[src/design/cbc_pkg.sv]
// ----------------------------------------------------------------------------
// cbc_pkg
// Shared types and address map constants of the cartridge bank controller.
// ----------------------------------------------------------------------------
package cbc_pkg;

	// Result source codes
	typedef enum logic [1:0] {
		SRC_RAM  = 2'd0,
		SRC_ROM  = 2'd1,
		SRC_LOGO = 2'd2,
		SRC_NONE = 2'd3
	} src_t;

	// Address map
	localparam logic [15:0] ADDR_ROM_LO_WR = 16'h2000;
	localparam logic [15:0] ADDR_ROM_HI_WR = 16'h3000;
	localparam logic [15:0] ADDR_RAM_BANK  = 16'h4000;
	localparam logic [15:0] ADDR_MODE      = 16'h6000;
	localparam logic [15:0] ADDR_CTRL_END  = 16'h8000;
	localparam logic [15:0] ADDR_RAM_LO    = 16'hA000;
	localparam logic [15:0] ADDR_RAM_END   = 16'hC000;
	localparam logic [15:0] ADDR_LOGO_LO   = 16'h0104;
	localparam logic [15:0] ADDR_LOGO_LAST = 16'h0133;
	localparam logic [15:0] ADDR_FIXED_END = 16'h4000;

	localparam int unsigned BANK_ADDR_BITS = 13;
	localparam int unsigned ROM_BANK_MAX   = 9;
	localparam logic [7:0]  SAVE_BYTE0     = 8'hFF;

	// Decoded access, handed from the register block to the pipeline
	typedef struct packed {
		src_t        source;
		logic [22:0] rom_offset;
		logic [13:0] logo_index;
	} cbc_dec_t;

endpackage

[src/design/cbc_bank_regs.sv]
// ----------------------------------------------------------------------------
// cbc_bank_regs
// Bank, mode and logo registers; decodes each request into its result
// fields and the save RAM address.
// ----------------------------------------------------------------------------
module cbc_bank_regs #(
	parameter int unsigned RAM_BANK_BITS = 2,
	parameter int unsigned ROM_BANK_BITS = 9,
	parameter int unsigned RAM_AW        = 15
) (
	input  logic                  clk,
	input  logic                  arst_n,
	input  logic                  accept,
	input  logic                  op,
	input  logic [15:0]           bus_address,
	input  logic [7:0]            write_byte,
	output cbc_pkg::cbc_dec_t     dec,
	output logic                  ram_we,
	output logic [RAM_AW-1:0]     ram_addr
);
	import cbc_pkg::*;

	localparam int unsigned RBW = (RAM_BANK_BITS > 0) ? RAM_BANK_BITS : 1;
	localparam int unsigned SUM_W = BANK_ADDR_BITS + 4;
	localparam logic [1:0] RAM_MASK = (RAM_BANK_BITS >= 2) ? 2'b11 :
		2'((1 << RAM_BANK_BITS) - 1);

	logic [ROM_BANK_BITS-1:0] rom_sel_q;
	logic [RBW-1:0]           ram_sel_q;
	logic                     mode_q;
	logic                     logo_done_q;

	logic [ROM_BANK_MAX-1:0]  rom9;
	logic [ROM_BANK_MAX-1:0]  rom_lo_w;
	logic [ROM_BANK_MAX-1:0]  rom_hi_w;
	logic [SUM_W-1:0]         ram_sum;
	logic                     in_ram;
	logic                     wr;

	assign rom9     = ROM_BANK_MAX'(rom_sel_q);
	assign rom_lo_w = {1'b0, write_byte};
	assign rom_hi_w = {(write_byte != 8'd0), rom9[7:0]};
	assign in_ram   = (bus_address >= ADDR_RAM_LO) && (bus_address < ADDR_RAM_END);
	assign wr       = accept && op;
	assign ram_sum  = (SUM_W'(ram_sel_q) << BANK_ADDR_BITS) |
		SUM_W'(bus_address[BANK_ADDR_BITS-1:0]);
	assign ram_addr = ram_sum[RAM_AW-1:0];
	assign ram_we   = wr && in_ram;

	always_comb begin
		dec.source     = SRC_NONE;
		dec.rom_offset = '0;
		dec.logo_index = '0;
		if (!op) begin
			if (bus_address < ADDR_LOGO_LO) begin
				dec.source     = SRC_ROM;
				dec.rom_offset = 23'(bus_address);
			end else if (bus_address < ADDR_FIXED_END) begin
				if (logo_done_q) begin
					dec.source     = SRC_ROM;
					dec.rom_offset = 23'(bus_address);
				end else begin
					dec.source     = SRC_LOGO;
					dec.logo_index = 14'(bus_address - ADDR_LOGO_LO);
				end
			end else if (bus_address < ADDR_CTRL_END) begin
				dec.source     = SRC_ROM;
				dec.rom_offset = {rom9, bus_address[13:0]};
			end else if (in_ram) begin
				dec.source = SRC_RAM;
			end
		end
	end

	always_ff @(posedge clk or negedge arst_n) begin
		if (!arst_n) begin
			rom_sel_q   <= ROM_BANK_BITS'(1);
			ram_sel_q   <= '0;
			mode_q      <= 1'b0;
			logo_done_q <= 1'b0;
		end else begin
			if (wr) begin
				priority if (bus_address < ADDR_ROM_LO_WR) begin
					// RAM enable range: nothing to hold
				end else if (bus_address < ADDR_ROM_HI_WR) begin
					rom_sel_q <= rom_lo_w[ROM_BANK_BITS-1:0];
				end else if (bus_address < ADDR_RAM_BANK) begin
					rom_sel_q <= rom_hi_w[ROM_BANK_BITS-1:0];
				end else if (bus_address < ADDR_MODE) begin
					if (!mode_q)
						ram_sel_q <= RBW'(write_byte[1:0] & RAM_MASK);
				end else if (bus_address < ADDR_CTRL_END) begin
					mode_q <= (write_byte != 8'd0);
				end else begin
					// RAM data or unmapped: no register change
				end
			end
			if (accept && !op && !logo_done_q && bus_address == ADDR_LOGO_LAST)
				logo_done_q <= 1'b1;
		end
	end

endmodule

[config.mk]
export PLATFORM = sky130hd
export DESIGN_NAME = cbc_bank_regs
export DESIGN_NICKNAME = d
export VERILOG_FILES = /design/src/design/cbc_pkg.sv /design/src/design/cbc_bank_regs.sv
export SDC_FILE = /design/constraint.sdc
export NUM_CORES = 1
export LEC_CHECK = 0
export BUFFER_PORTS_ARGS = -buffer_cell sky130_fd_sc_hd__buf_4
export CAP_MARGIN = 10
export CORE_MARGIN = 4
export CORE_UTILIZATION = 45
export DETAILED_ROUTE_END_ITERATION = 8
export PLACE_DENSITY = 0.89
export SLEW_MARGIN = 15
export SYNTH_ARGS = -nofsm -noshare
export SYNTH_HDL_FRONTEND = slang
export SYNTH_SLANG_ARGS = --single-unit
[constraint.sdc]
create_clock -name clk -period 2.8 [get_ports clk]
set_clock_uncertainty 0.1 [all_clocks]
set_input_delay 0 -clock clk [delete_from_list [all_inputs] [get_ports clk]]
set_output_delay 0 -clock clk [all_outputs]
set_load 0.05 [all_outputs]
== After elaboration in Yosys (flattened, before gate mapping) ==
Index checks and enable logic that the tools add are counted.
Storage, ports and cells
  bits in registers: 13
  output and inout bits: 55
  input bits: 28
Cells by class
  bitwise operators: 6
  reductions and logical operators: 14
  $lt $le $gt $ge: 8
  multiplexer cells: 13
  equal/unequal tests: 1
  $add $sub $neg: 1
Operators with widths (count)
  $mux 25: 2
  $mux 14: 3
  $mux 39: 1
  $lt 16x14->1 const B: 2
  $lt 16x15->1 const B: 2
  $lt 16x16->1 const B: 2
  $mux 23: 1
  $mux 9: 2
  $eq 16x9->1 const B: 1
  $ge 16x16->1 const B: 1
  $lt 16x9->1 const B: 1
  $mux 16: 1
  $or 15x13->15: 1
  $sub 14x9->14 const B: 1
  $reduce_and 6->1: 2
  $reduce_bool 8->1: 1
  $logic_and 1x1->1: 6
  $mux 2: 3
  $reduce_and 3->1: 2
  $not 1->1: 5
  $logic_not 1->1: 2
  $reduce_bool 2->1: 1

== Depth between registers and ports, before layout ==
  depth in word-level cells: 7
  depth in mapped cells: 7
  gate-level depth less buffers: 6

== Worst setup path before layout ==
Ideal clock, no wire load.
  kind: in2out
  start: input port bus_address[2]
  end: output port dec[38] (netlist name)
  arrival: 2559 ps
  setup slack: 141 ps
  stages: 6
  path buffers: 0
  cell sequence: inv_1 > ha_1 > or3b_4 > o31a_4 > nor2_1 > o311ai_0
RTL lines
  start, declared: RTL line cbc_bank_regs.sv:15  | input logic [15:0] bus_address,
  end, declared: RTL line cbc_bank_regs.sv:17  | output cbc_pkg::cbc_dec_t dec,

==> out/results.md <==
| Stage | Result | Value |
|:---|:---|:---|
| outcome | Status | finished, final reports clean |
| clock network | TritonCTS clock tree | done |
| setup path | Type of the setup path with the least slack | input pin to primary output |
| floorplan | Die X | 60.0 µm |
| drt | Overall routed net length | 4210 µm |
| logic synthesis | Average footprint of a synthesized cell | 8.39 µm² |
| setup path | Peak fanout along the critical path | 15 |
| floorplan | Die span in y | 60.0 µm |
| grt | Pin count of the biggest net entering global routing | 25 |
| grt | Total routing usage reported by global routing | 0.240 |
| sta | Worst relative slew slack | 0.661 |
| drt | DR vias | 1411 |
| floorplan | Std cell rows | 18 |
| place | HPWL Detailed | 2990 µm |
| clock network | Cell at the root of the clock tree | clkbuf_4 |
| clock network | Total setup buffers inserted after CTS | 0 |
| drt | Final routed wire length divided by cell count | 16.5 µm |
| logic synthesis | Main area contributors after synthesis | dfrtp_1 25%, and3_1 11%, mux2_2 10% |
| setup path | Setup slack of the worst register-to-register path | 1530 ps |
| setup path | Type of origin of the critical path | input pin |
| setup path | Sort of element at the end of the critical path | primary output |
| final layout | Share of cells above drive strength 1 | 0.476 |
| clock network | Buffer levels on the longest clock path | 2 |
| sta | Number of hold-slack violations in the final timing report | 0 |
| place | Placed cells | 239 |
| grt | GRT overflow | 0 |
| drt | Residual antenna-violating net count after detailed routing | 0 |
| clock network | Clock-pin slew reported for the worst setup and hold paths after clock tree synthesis | 80 ps |
| clock network | PostCTS Resize Cnt | 0 |
| setup path | Worst Reg2Reg Path Length in Cells | 2 |
| sta | Share of the clock period used by the worst path after layout | 0.746 |
| grt | GR peak layer | met2 |
| grt | M3 GR Usage | 0.0410 |
| logic synthesis | Sequential-to-total area share from yosys stat | 0.269 |
| floorplan | Standard cell core area | 0.00252 mm² |
| power and ir drop | Power Density | 377 mW/mm² |
| grt | Initial antenna violation count | 0 |
| logic synthesis | Post-synthesis register bit count | 13 |
| job | Max capacitance violation total | 0 |
| logic synthesis | Mapped Area | 0.00122 mm² |
| setup path | Worst flop-to-flop path endpoint | ram_sel_q[1] |
| logic synthesis | YS warnings | 0 |
| grt | Global-route wire length before repair | 6620 µm |
| sta | Achievable clock frequency | 478 MHz |
| power and ir drop | Static power due to leakage | 1.01 nW |
| final layout | Area Growth Syn to Fin | 55.2% |
| place | Port Buffer Count | 82 |
| drt | Number of remaining DRC errors | 0 |
| power and ir drop | Worst voltage drop across the vdd grid | 0.000503 V |
| drt | Via density | 5.53 |
| place | RePlAce Congestion | 0.861 |
| final layout | Non-filler instance count after layout | 255 |
| floorplan | Die Area | 0.00360 mm² |
| hold path | Depth of the worst hold-timing path | 3 |
| logic synthesis | Async set-or-reset flop fraction in the synthesized netlist | 1.00 |
| sta | Unrepaired setup endpoints after global routing | no |
| drt | Initial drt markers | 87 |
| sta | # setup viols final | 0 |
| clock network | Total number of clock tree sinks | 13 |
| clock network | Hold bufs inserted after CTS | 12 |
| sta | Final critical path time including I/O delays and setup | 2090 ps |
| logic synthesis | Largest area contributor in the netlist | dfrtp_1 |
| sta | Actual transition at the worst max-transition pin | 503 ps |
| final layout | Final antenna diode count | 0 |
| logic synthesis | Most frequently used flop master after synthesis | dfrtp_1 |
| logic synthesis | Area share of the largest cell type after synthesis | 0.247 |
| sta | Max Slew Vio Count | 0 |
| hold path | Launch instance of the worst min-delay path | bus_address[15] |
| final layout | Count of nets after finishing | 255 |
| logic synthesis | Synthesized netlist cell count | 145 |
| setup path | Arrival @ worst endpoint | 1990 ps |
| sta | Sum of negative setup slack | 0 ps |
| clock network | Clock Latency Late Sink | 270 ps |
| logic synthesis | Number of enable flip-flop cells after synthesis | 0 |
| floorplan | Number of top-level design ports | 83 |
| grt | Met1 usage in global routing | 0.313 |
| grt | Global Route met2 Usage | 0.412 |
| logic synthesis | Post-synth cell types | 37 |
| drt | Initial DRT Pass Iterations | 4 |
| setup path | Startpoint of the worst register-to-register path | mode_q |
| clock network | H-tree levels | 1 |
| logic synthesis | Mapped Nets | 174 |
| clock network | Number of buffers created by CTS | 3 |
| grt | Via count of the first global-routing pass | 1318 |
| setup path | Data required, critical path | 2700 ps |
| hold path | Worst-case hold path end point | rom9[8] |
| floorplan | Effective utilization at floorplan | 0.482 |
| hold path | Path category of the worst min-delay check | input pin to flop |
## power breakdown
group / leakage (nW) / total [mW] / internal (mW) / switching (mW)
sequential: 0.162 / 0.246 / 0.225 / 0.0202
clock: 0.0150 / 0.114 / 0.0552 / 0.0590
combinational: 0.830 / 0.352 / 0.130 / 0.222
## cells in the final DEF (no fill, tap or decap), types with 2 or more instances in the layout
| cell type | n |
|---|---|
| nand4b_1 | 2 |
| nand3_1 | 2 |
| buf_4 | 83 |
| mux2_2 | 11 |
| inv_1 | 6 |
| clkbuf_4 | 3 |
| o21ai_0 | 4 |
| nor2_1 | 17 |
| xor2_1 | 3 |
| nor4_1 | 7 |
| a21oi_1 | 6 |
| dfrtp_1 | 12 |
| dlygate4sd3_1 | 12 |
| and3_1 | 22 |
| nand2_1 | 8 |
| or2_2 | 2 |
| xnor2_1 | 2 |
| nor3_1 | 3 |
## worst max-delay path, cell delays in order
cell and delay [ps]:
dlygate4sd3_1 530, buf_4 170, nor3_1 260, nand2_1 200, o211ai_4 410, o31a_1 220
buf_4 200
## Yosys cell counts (3+ instances only)
cell      number
a21oi_1        6
and3_1        22
buf_4         13
clkbuf_1       4
dfrtp_1       12
inv_1          6
mux2_2        11
nand2_1        8
nor2_1        17
nor3_1         3
nor4_1         7
o21ai_0        4
xor2_1         3
## per-layer routing
metal  vias up  wire (µm)
met5         -          0
met4         0         74
met3        10        285
met2        68       2230
met1       663       1620
li1        670          -
## cell type report
class | count | area, µm²
clock buffers | 4 | 26.3
fillers | 194 | 634
inverters | 6 | 22.5
multi-input cells | 107 | 732
flip-flops and latches | 13 | 327
well taps | 30 | 37.5
repair buffers | 95 | 743
## flip-flops by register name, summed over array words and instances, names as in the netlist
signal and cells:
ram_sel_q 2, rom9 9, logo_done_q 1, mode_q 1
## per-stage QoR
stage                     setup slack, ps  area (µm²)  hold WS, ps   util  power (mW)
after global routing                  512        1890         78.6  0.749       0.743
after detailed placement              740        1740         -250  0.690       0.581
after floorplan                       141        1220         -396      -       0.468
after CTS                             723        1890         45.1  0.749       0.711
after global placement                796        1740         -253  0.690       0.571
final                                 710        1890         51.4  0.749       0.712
## worst max path at each step
stage | from | to | slack [ps] | cells after the start
floorplan | bus_address[2] | dec[38] | 140 | 6
CTS | bus_address[12] | dec[37] | 720 | 7
detailed placement | bus_address[2] | dec[37] | 740 | 8
finish | bus_address[12] | dec[37] | 710 | 7
global route | bus_address[12] | dec[37] | 510 | 7
global placement | bus_address[2] | dec[37] | 800 | 8
## cells by family after synthesis
kind of cell,count (synthesis),synth area share
xor+xnor,5,0.0360
mux,11,0.102
buf+inv,25,0.130
flops,13,0.269
simple gates,71,0.320
compound gates,19,0.134
fa+ha+maj,1,0.0103
Note: power is estimated with default switching activity, not from simulation.
